File: src/autorange_hold_confirm_core_defines.svh
// Assertion macros shared by the autorange confirmation core.
`ifndef AUTORANGE_HOLD_CONFIRM_CORE_DEFINES_SVH
`define AUTORANGE_HOLD_CONFIRM_CORE_DEFINES_SVH

// Implication checked in the same cycle, sampled on clk_i and idle during reset.
`define AHC_ASSERT_SAME(label, ante, cons, msg) \
  label: assert property (@(posedge clk_i) disable iff (!rst_ni) (ante) |-> (cons)) \
    else $error(msg);

// Implication checked in the next cycle.
`define AHC_ASSERT_NEXT(label, ante, cons, msg) \
  label: assert property (@(posedge clk_i) disable iff (!rst_ni) (ante) |=> (cons)) \
    else $error(msg);

`endif

File: src/ahc_pkg.sv
// Types and constants of the autorange confirmation core.
`timescale 1ns / 1ps
package ahc_pkg;

  localparam int unsigned VoltW = 22;
  localparam int unsigned TimeW = 32;
  localparam int unsigned HoldW = 16;
  localparam int unsigned RangeW = 2;
  localparam int unsigned CfgIdxW = 3;

  localparam logic [RangeW-1:0] RANGE_HIGH = 2'd0;
  localparam logic [RangeW-1:0] RANGE_MID  = 2'd1;
  localparam logic [RangeW-1:0] RANGE_LOW  = 2'd2;

  localparam logic [TimeW-1:0] HALF_WRAP = 32'h8000_0000;

  // Configuration register indexes.
  localparam logic [CfgIdxW-1:0] REG_AUTO_MODE  = 3'd0;
  localparam logic [CfgIdxW-1:0] REG_DOWN_TH    = 3'd1;
  localparam logic [CfgIdxW-1:0] REG_UP_TH      = 3'd2;
  localparam logic [CfgIdxW-1:0] REG_OVER_SET   = 3'd3;
  localparam logic [CfgIdxW-1:0] REG_OVER_CLEAR = 3'd4;
  localparam logic [CfgIdxW-1:0] REG_DOWN_HOLD  = 3'd5;
  localparam logic [CfgIdxW-1:0] REG_UP_HOLD    = 3'd6;
  localparam logic [CfgIdxW-1:0] REG_MAX_GAP    = 3'd7;

  typedef struct packed {
    logic             auto_mode;
    logic [VoltW-1:0] down_th;
    logic [VoltW-1:0] up_th;
    logic [VoltW-1:0] over_set;
    logic [VoltW-1:0] over_clear;
    logic [HoldW-1:0] down_hold;
    logic [HoldW-1:0] up_hold;
    logic [HoldW-1:0] max_gap;
  } ahc_cfg_t;

  typedef struct packed {
    logic [VoltW-1:0]  volt;
    logic [TimeW-1:0]  blk_seq;
    logic [TimeW-1:0]  done_ms;
    logic [TimeW-1:0]  now_ms;
    logic [RangeW-1:0] range;
  } ahc_item_t;

  typedef struct packed {
    logic             have_prev;
    logic [TimeW-1:0] prev_seq;
    logic [TimeW-1:0] prev_done;
    logic             up_pending;
    logic             down_pending;
    logic [TimeW-1:0] up_since;
    logic [TimeW-1:0] down_since;
    logic             ovr_state;
  } ahc_state_t;

  typedef struct packed {
    logic              accepted;
    logic              step_request;
    logic [RangeW-1:0] requested_range;
    logic              over_range_flag;
    logic              up_waiting;
    logic              down_waiting;
  } ahc_result_t;

endpackage

File: src/ahc_cfg_regs.sv
// Configuration register file of the autorange confirmation core.
`timescale 1ns / 1ps
module ahc_cfg_regs (
  input  logic                         clk_i,
  input  logic                         rst_ni,
  input  logic                         cfg_we_i,
  input  logic [ahc_pkg::CfgIdxW-1:0]  cfg_index_i,
  input  logic [ahc_pkg::VoltW-1:0]    cfg_data_i,
  output ahc_pkg::ahc_cfg_t            cfg_o
);
  import ahc_pkg::*;

  ahc_cfg_t cfg_q, cfg_d;

  always_comb begin
    cfg_d = cfg_q;
    if (cfg_we_i) begin
      case (cfg_index_i)
        REG_AUTO_MODE:  cfg_d.auto_mode  = cfg_data_i[0];
        REG_DOWN_TH:    cfg_d.down_th    = cfg_data_i;
        REG_UP_TH:      cfg_d.up_th      = cfg_data_i;
        REG_OVER_SET:   cfg_d.over_set   = cfg_data_i;
        REG_OVER_CLEAR: cfg_d.over_clear = cfg_data_i;
        REG_DOWN_HOLD:  cfg_d.down_hold  = cfg_data_i[HoldW-1:0];
        REG_UP_HOLD:    cfg_d.up_hold    = cfg_data_i[HoldW-1:0];
        REG_MAX_GAP:    cfg_d.max_gap    = cfg_data_i[HoldW-1:0];
        default:        cfg_d = cfg_q;
      endcase
    end
  end

  always_ff @(posedge clk_i or negedge rst_ni) begin
    if (!rst_ni) begin
      cfg_q.auto_mode  <= 1'b1;
      cfg_q.down_th    <= 22'd3000000;
      cfg_q.up_th      <= 22'd200000;
      cfg_q.over_set   <= 22'd3200000;
      cfg_q.over_clear <= 22'd3000000;
      cfg_q.down_hold  <= 16'd50;
      cfg_q.up_hold    <= 16'd200;
      cfg_q.max_gap    <= 16'd100;
    end else begin
      cfg_q <= cfg_d;
    end
  end

  assign cfg_o = cfg_q;

endmodule

File: src/ahc_in_stage.sv
// Input register stage: holds one block beat until the decision logic takes it.
`timescale 1ns / 1ps
module ahc_in_stage (
  input  logic               clk_i,
  input  logic               rst_ni,
  input  logic               in_valid_i,
  output logic               in_stall_o,
  input  ahc_pkg::ahc_item_t item_i,
  input  logic               advance_i,
  output logic               valid_o,
  output ahc_pkg::ahc_item_t item_o
);
  import ahc_pkg::*;

  logic      valid_q, valid_d;
  ahc_item_t item_q;
  logic      take;

  // The stage frees itself in the same cycle that its beat moves on.
  assign in_stall_o = valid_q && !advance_i;
  assign take       = in_valid_i && !in_stall_o;

  always_comb begin
    valid_d = valid_q;
    if (take) begin
      valid_d = 1'b1;
    end else if (advance_i) begin
      valid_d = 1'b0;
    end
  end

  always_ff @(posedge clk_i or negedge rst_ni) begin
    if (!rst_ni) begin
      valid_q <= 1'b0;
    end else begin
      valid_q <= valid_d;
    end
  end

  always_ff @(posedge clk_i) begin
    if (take) begin
      item_q <= item_i;
    end
  end

  assign valid_o = valid_q;
  assign item_o  = item_q;

endmodule

File: src/ahc_decide.sv
// Decision logic: staleness and sequence checks, over-range hysteresis and hold timing.
`timescale 1ns / 1ps
module ahc_decide (
  input  ahc_pkg::ahc_cfg_t    cfg_i,
  input  ahc_pkg::ahc_state_t  state_i,
  input  ahc_pkg::ahc_item_t   item_i,
  output ahc_pkg::ahc_state_t  state_o,
  output ahc_pkg::ahc_result_t result_o
);
  import ahc_pkg::*;

  logic [TimeW-1:0] age, adv, spacing, down_since_sel, up_since_sel;
  logic [TimeW-1:0] down_elapsed, up_elapsed;
  logic [TimeW-1:0] max_gap_w;
  logic             stale, seq_bad, gap, is_low, is_high;
  logic             up_keep, down_keep, cond_down, cond_up;
  logic             down_done, up_done;

  always_comb begin
    max_gap_w = {{(TimeW-HoldW){1'b0}}, cfg_i.max_gap};
    age       = item_i.now_ms - item_i.done_ms;
    adv       = item_i.blk_seq - state_i.prev_seq;
    spacing   = item_i.done_ms - state_i.prev_done;

    stale   = age > max_gap_w;
    seq_bad = state_i.have_prev && ((adv == '0) || (adv >= HALF_WRAP));
    gap     = state_i.have_prev &&
              ((adv != {{(TimeW-1){1'b0}}, 1'b1}) || (spacing > max_gap_w));

    // Range code three behaves as the low range.
    is_low  = item_i.range[1];
    is_high = (item_i.range == RANGE_HIGH);

    up_keep   = state_i.up_pending && !gap;
    down_keep = state_i.down_pending && !gap;

    cond_down = (item_i.volt > cfg_i.down_th) && !is_low;
    cond_up   = (item_i.volt < cfg_i.up_th) && !is_high;

    // A fresh confirmation starts its clock at this block's completion time.
    down_since_sel = down_keep ? state_i.down_since : item_i.done_ms;
    up_since_sel   = up_keep ? state_i.up_since : item_i.done_ms;
    down_elapsed   = item_i.done_ms - down_since_sel;
    up_elapsed     = item_i.done_ms - up_since_sel;
    down_done      = down_elapsed >= {{(TimeW-HoldW){1'b0}}, cfg_i.down_hold};
    up_done        = up_elapsed >= {{(TimeW-HoldW){1'b0}}, cfg_i.up_hold};

    state_o  = state_i;
    result_o = '0;

    if (stale) begin
      state_o.up_pending   = 1'b0;
      state_o.down_pending = 1'b0;
    end else if (!seq_bad) begin
      result_o.accepted = 1'b1;
      state_o.have_prev = 1'b1;
      state_o.prev_seq  = item_i.blk_seq;
      state_o.prev_done = item_i.done_ms;

      if (is_low) begin
        if (item_i.volt > cfg_i.over_set) begin
          state_o.ovr_state = 1'b1;
        end else if (item_i.volt < cfg_i.over_clear) begin
          state_o.ovr_state = 1'b0;
        end
      end else begin
        state_o.ovr_state = 1'b0;
      end

      state_o.up_pending   = 1'b0;
      state_o.down_pending = 1'b0;
      if (cfg_i.auto_mode && cond_down) begin
        state_o.down_since = down_since_sel;
        if (down_done) begin
          result_o.step_request    = 1'b1;
          result_o.requested_range = is_high ? RANGE_MID : RANGE_LOW;
        end else begin
          state_o.down_pending = 1'b1;
        end
      end else if (cfg_i.auto_mode && cond_up) begin
        state_o.up_since = up_since_sel;
        if (up_done) begin
          result_o.step_request    = 1'b1;
          result_o.requested_range = is_low ? RANGE_MID : RANGE_HIGH;
        end else begin
          state_o.up_pending = 1'b1;
        end
      end
    end

    result_o.over_range_flag = state_o.ovr_state;
    result_o.up_waiting      = state_o.up_pending;
    result_o.down_waiting    = state_o.down_pending;
  end

endmodule

File: src/autorange_hold_confirm_core.sv
// Top level of the autorange confirmation core: state, result register and checks.
`timescale 1ns / 1ps
`include "autorange_hold_confirm_core_defines.svh"
//
//  Channel   Direction  Handshake               Contents
//  block     in         in_valid_i / in_stall_o  voltage, sequence, times, range
//  result    out        out_valid_o / out_stall_i accept, step, range, flags
//  config    in         cfg_we_i                 cfg_index_i, cfg_data_i
//
// One block beat is taken every cycle while the input is not stalled; it passes through
// the input register and then the result register, from which its result is offered.
// The confirmation state is updated in the same cycle that the result is registered,
// so back-to-back blocks see each other's effect with no bubble.
// Reset clears valid bits, confirmation flags and sets the configuration registers to their defaults.
// A stalled result holds the result register; the input register can still take one beat
// and then stalls too.
module autorange_hold_confirm_core (
  input  logic                        clk_i,
  input  logic                        rst_ni,
  input  logic                        cfg_we_i,
  input  logic [ahc_pkg::CfgIdxW-1:0] cfg_index_i,
  input  logic [ahc_pkg::VoltW-1:0]   cfg_data_i,
  input  logic                        in_valid_i,
  output logic                        in_stall_o,
  input  logic [ahc_pkg::VoltW-1:0]   block_voltage_uv_i,
  input  logic [ahc_pkg::TimeW-1:0]   block_sequence_i,
  input  logic [ahc_pkg::TimeW-1:0]   block_done_ms_i,
  input  logic [ahc_pkg::TimeW-1:0]   now_ms_i,
  input  logic [ahc_pkg::RangeW-1:0]  range_in_use_i,
  output logic                        out_valid_o,
  input  logic                        out_stall_i,
  output logic                        accepted_o,
  output logic                        step_request_o,
  output logic [ahc_pkg::RangeW-1:0]  requested_range_o,
  output logic                        over_range_flag_o,
  output logic                        up_waiting_o,
  output logic                        down_waiting_o
);
  import ahc_pkg::*;

  ahc_cfg_t    cfg;
  ahc_item_t   item_in, item_q;
  logic        item_valid, advance;
  ahc_state_t  state_q, state_d;
  ahc_result_t res_d, res_q;
  logic        out_valid_q, out_valid_d;

  assign item_in.volt    = block_voltage_uv_i;
  assign item_in.blk_seq = block_sequence_i;
  assign item_in.done_ms = block_done_ms_i;
  assign item_in.now_ms  = now_ms_i;
  assign item_in.range   = range_in_use_i;

  ahc_cfg_regs u_cfg (
    .clk_i       (clk_i),
    .rst_ni      (rst_ni),
    .cfg_we_i    (cfg_we_i),
    .cfg_index_i (cfg_index_i),
    .cfg_data_i  (cfg_data_i),
    .cfg_o       (cfg)
  );

  ahc_in_stage u_in (
    .clk_i      (clk_i),
    .rst_ni     (rst_ni),
    .in_valid_i (in_valid_i),
    .in_stall_o (in_stall_o),
    .item_i     (item_in),
    .advance_i  (advance),
    .valid_o    (item_valid),
    .item_o     (item_q)
  );

  ahc_decide u_decide (
    .cfg_i    (cfg),
    .state_i  (state_q),
    .item_i   (item_q),
    .state_o  (state_d),
    .result_o (res_d)
  );

  // A beat moves on when the result register is empty or is being emptied.
  assign advance = item_valid && (!out_valid_q || !out_stall_i);

  always_comb begin
    out_valid_d = out_valid_q;
    if (advance) begin
      out_valid_d = 1'b1;
    end else if (!out_stall_i) begin
      out_valid_d = 1'b0;
    end
  end

  always_ff @(posedge clk_i or negedge rst_ni) begin
    if (!rst_ni) begin
      out_valid_q <= 1'b0;
      state_q     <= '0;
    end else begin
      out_valid_q <= out_valid_d;
      if (advance) begin
        state_q <= state_d;
      end
    end
  end

  always_ff @(posedge clk_i) begin
    if (advance) begin
      res_q <= res_d;
    end
  end

  assign out_valid_o       = out_valid_q;
  assign accepted_o        = res_q.accepted;
  assign step_request_o    = res_q.step_request;
  assign requested_range_o = res_q.requested_range;
  assign over_range_flag_o = res_q.over_range_flag;
  assign up_waiting_o      = res_q.up_waiting;
  assign down_waiting_o    = res_q.down_waiting;

  `AHC_ASSERT_SAME(a_step_needs_accept, out_valid_o && step_request_o, accepted_o,
                   "step on rejected block")
  `AHC_ASSERT_SAME(a_step_clears_wait, out_valid_o && step_request_o,
                   !up_waiting_o && !down_waiting_o, "pending survives step")
  `AHC_ASSERT_SAME(a_wait_exclusive, out_valid_o, !(up_waiting_o && down_waiting_o),
                   "both confirmations pending")
  `AHC_ASSERT_SAME(a_stall_only_when_full, in_stall_o, out_valid_o && out_stall_i,
                   "input stalled with room downstream")
  `AHC_ASSERT_NEXT(a_advance_gives_result, advance, out_valid_o, "result beat lost")

endmodule
File: config.mk
export PLATFORM = sky130hd
export DESIGN_NAME = autorange_hold_confirm_core
export DESIGN_NICKNAME = d
export VERILOG_FILES = /design/src/ahc_pkg.sv /design/src/ahc_cfg_regs.sv /design/src/ahc_in_stage.sv /design/src/ahc_decide.sv /design/src/autorange_hold_confirm_core.sv
export VERILOG_INCLUDE_DIRS = /design/src /design/src/src
export SDC_FILE = /design/constraint.sdc
export NUM_CORES = 1
export LEC_CHECK = 0
export ABC_AREA = 1
export BUFFER_PORTS_ARGS = -buffer_cell sky130_fd_sc_hd__buf_4
export CORE_MARGIN = 1
export CORE_UTILIZATION = 50
export CTS_CLUSTER_SIZE = 24
export DETAILED_ROUTE_END_ITERATION = 10
export GPL_TIMING_DRIVEN = 0
export PLACE_DENSITY_LB_ADDON = 0.15
export SYNTH_ARGS = -nofsm -noshare
export SYNTH_HDL_FRONTEND = slang
export SYNTH_SLANG_ARGS = --single-unit
File: constraint.sdc
create_clock -name clk_i -period 6.6 [get_ports clk_i]
set_input_delay 0.66 -clock clk_i [delete_from_list [all_inputs] [get_ports clk_i]]
set_output_delay 0.66 -clock clk_i [all_outputs]
set_load 0.05 [all_outputs]
; After elaboration in Yosys (flattened, before gate mapping)
; Index checks and enable logic that the tools add are counted.
[totals]
register_bits = 398
latch_bits = 0
ram_bits = 0
mem_bits_ro = 0
input_bits = 150
out_inout_bits = 9
elab_cells = 119
memories = 0
[op_classes]
addsub = 5
multipliers = 0
n_div = 0
order_cmp = 9
n_eq_ne = 9
shift = 0
mux = 27
bitwise_logic = 3
reduce_logical = 37
[op_table]
columns = op, n
row1 = 32-bit two-way mux, 5
row2 = 32-bit subtractor, 5
row3 = 67-bit two-way mux, 1
row4 = 32-bit by 16-bit greater-or-equal comparator with 1-bit output, 2
row5 = 32-bit by 16-bit greater-than comparator with 1-bit output, 2
row6 = 22-bit greater-than comparator, 2
row7 = 22-bit < comparator, 2
row8 = 32-bit greater-or-equal comparator (second input constant), 1
row9 = 32-bit logical NOT, 1
row10 = 32-bit by 1-bit inequality test with 1-bit output (second input constant), 1
row11 = 2-bit AND reduction, 8
row12 = 1-bit two-way mux, 14
row13 = 3-bit == test (second input constant), 4
row14 = 3-bit two-way mux, 4
row15 = 1-bit logical AND, 11
row16 = 1-bit logical NOT, 7
row17 = 3-bit by 2-bit == test with 1-bit output (second input constant), 2
row18 = 5-bit AND reduction, 1
row19 = 2-bit two-way mux, 2
row20 = 4-bit two-way mux, 1
row21 = 4-bit AND reduction, 1
row22 = 3-bit by 1-bit == test with 1-bit output (second input constant), 1
row23 = 3-bit logical NOT, 1
row24 = 1-bit logical OR, 3
row25 = 6 further kinds, 8

; Longest topological paths before layout
[logic_depth]
depth_word = 14
ltp_mapped = 56
depth_no_buf = 55

; Modules after synthesis
; From an unflattened synthesis, not the netlist that was laid out.
[hier_totals]
hier_cells = 4631
area_unflattened_um2 = 31905.6
[modules_own_cells]
columns = module, n_inst, cells_per_inst, area_per_inst_um2, seq_area_each_um2
row1 = ahc_decide, 1, 3316, 17384.2, 0.0
row2 = autorange_hold_confirm_core, 1, 583, 5465.2, 3538.4
row3 = ahc_cfg_regs, 1, 605, 5395.2, 3480.8
row4 = ahc_in_stage, 1, 127, 3661.0, 3628.5

; Worst setup path before layout
; No wires, ideal clock.
[synth_timing]
kind = flip-flop to flip-flop
from = reg u_in.item_o[35] (netlist name)
to = reg res_q (netlist bit requested_range_o[0]), data pin
setup_ns = 0.256
arrival_time_ns = 6.639
t_required_ns = 6.344
path_slack_ns = -0.295
stages_incl_launch_ff = 51
n_path_buf = 1
synth_period_minus_slack_ns = 6.895
path_cell_list = edfxtp_1 inv_1 fa_1 inv_1 nand2_1 nand2_1 and2_1 nand3_1 nand2_1 xor2_1 ha_1 nand4_1 nor2_1 nand3_1 a21oi_1 nand2_1 nor2_1 nand3_1 (+15 left out) a21oi_1 o21ai_0 nand2_1 nand2_2 nand2_1 nand2_2 xor2_1 ha_1 a21o_1 a21oi_1 o21a_1 nand2_1 a21oi_1 nand3_1 nor2_1 nand2_1 nand3_1 a21oi_1
[synth_via]
elab_chain_len = 12
elab_cells_between_ends = 20
classes_between = 4 x add/sub / 4 x order compare / 6 x mux / 6 x reduce/logical
[synth_rtl]
columns = element, line_no
row1 = 32-bit subtractor, ahc_decide.sv:23  ; spacing = item_i.done_ms - state_i.prev_done;
row2 = 32-bit by 16-bit greater-than comparator with 1-bit output, ahc_decide.sv:28  ; ((adv != {{(TimeW-1){1'b0}}, 1'b1}) || (spacing > max_gap_w));
row3 = 1-bit logical OR, ahc_decide.sv:28
row4 = 1-bit logical AND, ahc_decide.sv:27  ; gap = state_i.have_prev &&
row5 = 1-bit logical NOT, ahc_decide.sv:34  ; up_keep = state_i.up_pending && !gap;
row6 = 1-bit logical AND, ahc_decide.sv:34
row7 = 32-bit two-way mux *, ahc_decide.sv:42  ; up_since_sel = up_keep ? state_i.up_since : item_i.done_ms;
row8 = net u_decide.up_since_sel[1], ahc_decide.sv:12  ; logic [TimeW-1:0] age, adv, spacing, down_since_sel, up_since_sel;
row9 = 32-bit subtractor *, ahc_decide.sv:44  ; up_elapsed = item_i.done_ms - up_since_sel;
row10 = 32-bit by 16-bit greater-or-equal comparator with 1-bit output *, ahc_decide.sv:46  ; up_done = up_elapsed >= {{(TimeW-HoldW){1'b0}}, cfg_i.up_hold};
row11 = 3-bit two-way mux *, ahc_decide.sv:82  ; if (up_done) begin
row12 = 3-bit two-way mux *, ahc_decide.sv:80  ; end else if (cfg_i.auto_mode && cond_up) begin
row13 = 3-bit two-way mux *, ahc_decide.sv:72  ; if (cfg_i.auto_mode && cond_down) begin
row14 = "end signal, assigned", autorange_hold_confirm_core.sv:108  ; res_q <= res_d;
row15 = "end, declared", autorange_hold_confirm_core.sv:45  ; ahc_result_t res_d, res_q;
; The timed path passes the listed nets; every way through them passes the cells marked *.
; A chain may end at the register's enable or synchronous reset.

; Worst setup path after layout
[layout_timing]
from = reg u_in.item_o[35] (netlist name)
to = reg state_q[65] (netlist bit)
[layout_via]
elab_chain_len = 13
elab_cells_between_ends = 15
classes_between = 3 x add/sub / 3 x order compare / 5 x mux / 4 x reduce/logical
[layout_rtl]
columns = element, line_no
row1 = 32-bit subtractor, ahc_decide.sv:23
row2 = 32-bit by 16-bit greater-than comparator with 1-bit output, ahc_decide.sv:28
row3 = 1-bit logical OR, ahc_decide.sv:28
row4 = 1-bit logical AND, ahc_decide.sv:27
row5 = 1-bit logical NOT, ahc_decide.sv:35  ; down_keep = state_i.down_pending && !gap;
row6 = 1-bit logical AND, ahc_decide.sv:35
row7 = 32-bit two-way mux, ahc_decide.sv:41  ; down_since_sel = down_keep ? state_i.down_since : item_i.done_ms;
row8 = 32-bit subtractor, ahc_decide.sv:43  ; down_elapsed = item_i.done_ms - down_since_sel;
row9 = 32-bit by 16-bit greater-or-equal comparator with 1-bit output, ahc_decide.sv:45  ; down_done = down_elapsed >= {{(TimeW-HoldW){1'b0}}, cfg_i.down_hold};
row10 = 1-bit two-way mux, ahc_decide.sv:74  ; if (down_done) begin
row11 = 1-bit two-way mux, ahc_decide.sv:72
row12 = 67-bit two-way mux, ahc_decide.sv:54  ; end else if (!seq_bad) begin
row13 = 2-bit two-way mux *, ahc_decide.sv:51  ; if (stale) begin
row14 = "end signal, assigned", autorange_hold_confirm_core.sv:101  ; state_q <= state_d;
row15 = "end, declared", autorange_hold_confirm_core.sv:44  ; ahc_state_t state_q, state_d;
; Mark *: on every way between the ends. The rest lies on a longest branch, timed or not.

==> metrics.cfg <==
[status]
status = complete, but fails checks
violations = setup timing

[synth]
netlist_area_um2 = 28900
syn_nets = 4317
async_flop_share_pct = 68.1
postSynthCellCount = 3860
synth-main-ff-cell = dfrtp_1
synth-seq-cells = 398
synth_edf_count = 127
synth_cell_types = 69
ys_seq_area_share_pct = 36.8
yosys_warnings = 0
syn_area_per_cell_um2 = 7.49

[clock_network]
cts_buffers = 47
clock-sinks = 398
cts_tree = yes
clk_path_buf_depth = 3
cts_root_buf = clkbuf_16
clk_latency_ps = 630
hold_buffers = 0
path_clk_slew_ps = 60
cts-htree-levels = 2

[floorplan]
core_um2 = 56700
die_h_um = 242
initial_core_util_pct = 51.0
io_pins = 159
num_rows = 87
die_w_um = 242
dieArea_um2 = 58800

[global_route]
grt_pass1_vias = 25100
met1_usage_pct = 40.3
grt_max_degree = 102
track_usage_pct = 30.6
met3_usage_pct = 4.79
grt_overflow = 0
grt_pass1_wl_um = 140000
busiest_layer = met2
use_met2_pct = 49.2
antenna_found_initial = 0

[pwr]
p_int_mw = 5.32
p_leak_nw = 17.5
switchingPower_mw = 2.74
powerDensity_nw_per_um2 = 234
ir_drop_mv = 0.216
seqPwrFrac_pct = 37.1
p_clk_share_pct = 33.7
switching_share_pct = 34.0
comb_power_share_pct = 29.1

[detailed_routing]
drc_errors = 0
drt_iter0_drc = 1981
vias_per_cell = 5.32
wl_per_cell_um = 18.3
antenna_left = 0
vias = 26400
drt-total-wl_um = 90600
detail_route.first_pass.iterations = 5

[timing]
slew_violations = 0
fmax_mhz = 132
fin_tns_setup_ps = -6430
fin_crit_sh_pct = 115
min_period_ps = 7570
fin_ws_ps = -967
setup_viol = 7
whs_ps = 36.2
hold_viol = 0
slew_headroom_pct = 18.0
worst_slew_pin_slew_ps = 1230
rsz0062_at_grt = yes
clock_skew_ps = 32.8

[layout]
fillers = 5238
diodes = 0
drive_above_1_share_pct = 15.5
stdcell_count = 4956
design_area_um2 = 34400
area_growth_pct = 19.1
num-nets-final = 4619

[setup_path]
crit_path_max_incr_delay_ps = 370
cp.arrival_ps = 8110
crit_path_end_kind = flip-flop
critPathRequiredTime_ps = 7150
rrSetupSlack_ps = -970
path_common_cell = nand2_4
crit_type = flip-flop to flip-flop
critPathMaxFanout = 5
worstSetupStartpointType = flip-flop
critPathSlowestCell = edfxtp_1

[job]
maxCapViolCount = 0

[place]
gp_congestion = 0.951
placed_cells = 4777
dpl_cell_area_um2 = 31100
hpwl_um = 68300
io_buffers = 158

[worst_hold_path]
hold_class = input pin to async pin

## cell usage in the layout (no fill, tap or decap), types with 15 or more instances in the layout
| master | count |
|---|---|
| o21ai_1 | 42 |
| a21oi_1 | 188 |
| nor3_1 | 29 |
| ha_1 | 279 |
| dfrtp_1 | 229 |
| xnor2_1 | 32 |
| clkbuf_16 | 51 |
| o21ai_0 | 274 |
| clkbuf_1 | 50 |
| o21ai_2 | 40 |
| nand4_1 | 54 |
| nand2_2 | 39 |
| buf_4 | 248 |
| nand3_2 | 16 |
| xor2_1 | 47 |
| edfxtp_1 | 127 |
| nor2_2 | 17 |
| nand2_1 | 1091 |
| a21oi_2 | 27 |
| nand2_4 | 15 |
| inv_1 | 641 |
| nor2_1 | 222 |
| nand3_1 | 137 |
| ha_4 | 23 |
| dfstp_2 | 42 |
## what timing repair did
action	CTS	global route
setup endpoints to repair	7	137
gates resized for setup	140	77
pin swaps	51	80
cloned	2	0
buffers inserted	67	23
## final cells by class
cell class	count	area, µm²	share of cell area [%]
inverters	659	2490	7.22
clock inverters	22	279	0.811
plain buffers	68	455	1.32
flip-flops and latches	398	10600	30.9
repair buffers	252	1990	5.78
well taps	756	946	2.75
clock buffers	65	1330	3.85
multi-input cells	2736	16300	47.3
## final timing paths
kind,startpoint,end,cells past startpoint
max in group asynchronous,rst_ni,state_q[101]$_DFFE_PN0P_,2
setup / recovery,u_in.item_o[35]$_DFFE_PP_,state_q[65]$_DFFE_PN0P_,52
min in group clk_i,block_done_ms_i[31],u_in.item_o[65]$_DFFE_PP_,1
setup reg to reg,u_in.item_o[35]$_DFFE_PP_,state_q[65]$_DFFE_PN0P_,52
hold reg to reg,u_in.valid_o$_DFFE_PN0P_,out_valid_o$_DFFE_PN0P_,2
hold / removal,rst_ni,u_cfg.cfg_o[112]$_DFFE_PN0P_,1
## registers in the layout, indices dropped and copies added, names as in the netlist
register / count
down_waiting_o: 1
state_q: 132
u_in.item_o: 120
accepted_o: 1
requested_range_o: 2
u_cfg.cfg_o: 137
u_in.valid_o: 1
out_valid_o: 1
step_request_o: 1
over_range_flag_o: 1
up_waiting_o: 1
## power by group through the flow
stage,combinational [mW],clock (mW),sequential [mW]
floorplan,1.51,0,2.98
global placement,2.07,0,3.05
detailed placement,2.11,0,3.04
CTS,2.26,2.76,2.99
global route,2.66,2.86,3.02
finish,2.35,2.72,2.99
## worst max-delay path: cells and delay by family, from the launching register on
family	cells	cell delay [ps]
DFF	1	370
and+or+nand+nor	28	2860
adders and majority gates	4	1120
AOI/OAI and AO/OA	12	1910
buffers and inverters	6	850
xor gates and xnor gates	2	350
## cells by family (layout without fill, tap and decap cells)
kind of cell | after synthesis | count (layout) | share of synthesized area, %
flip-flops | 398 | 398 | 36.8
XOR/XNOR | 83 | 83 | 2.51
AND/OR/NAND/NOR | 1675 | 1676 | 24.3
buffers and inverters | 727 | 1066 | 9.83
AO/OA/AOI/OAI | 670 | 670 | 13.1
adder cells (fa/ha/maj) | 307 | 307 | 13.4
## per-layer routing
| metal | vias up | share of wire, % |
|---|---|---|
| li1 | 13100 | - |
| met3 | 206 | 6.5 |
| met2 | 820 | 45 |
| met1 | 12200 | 44 |
| met4 | 0 | 4.9 |
| met5 | - | 0 |
## cell usage after synthesis, drive strengths merged, types with 3 or more instances
cell type / instances / area [µm²]
xnor2: 33 / 289
fa: 5 / 100
a211oi: 9 / 67.6
o211ai: 4 / 35.0
buf: 22 / 194
a21oi: 216 / 1100
a21boi: 13 / 120
dfrtp: 229 / 5730
nand3: 154 / 818
a21o: 10 / 76.3
nor4: 10 / 75.1
o221a: 3 / 33.8
edfxtp: 127 / 3810
nand4: 61 / 460
nor2: 243 / 947
o21bai: 12 / 93.8
nand3b: 12 / 90.1
xor2: 50 / 438
and2: 7 / 43.8
nor3: 33 / 170
clkbuf: 46 / 173
inv: 659 / 2480
o21a: 12 / 90.1
dfstp: 42 / 1100
o221ai: 8 / 70.1
ha: 302 / 3780
or2: 4 / 25.0
nand2: 1145 / 4360
o21ai: 365 / 1950
a31oi: 6 / 37.5
## stage by stage
step / utilization [%] / total power [mW] / worst slack [ps]
after floorplan: - / 4.49 / 6.88
after global placement: 54.8 / 5.12 / -2280
after detailed placement: 54.9 / 5.15 / -2310
after CTS: 59.8 / 8.01 / -872
after global routing: 60.7 / 8.53 / -1340
final: 60.7 / 8.06 / -967
Note: power is estimated with default switching activity, not from simulation.
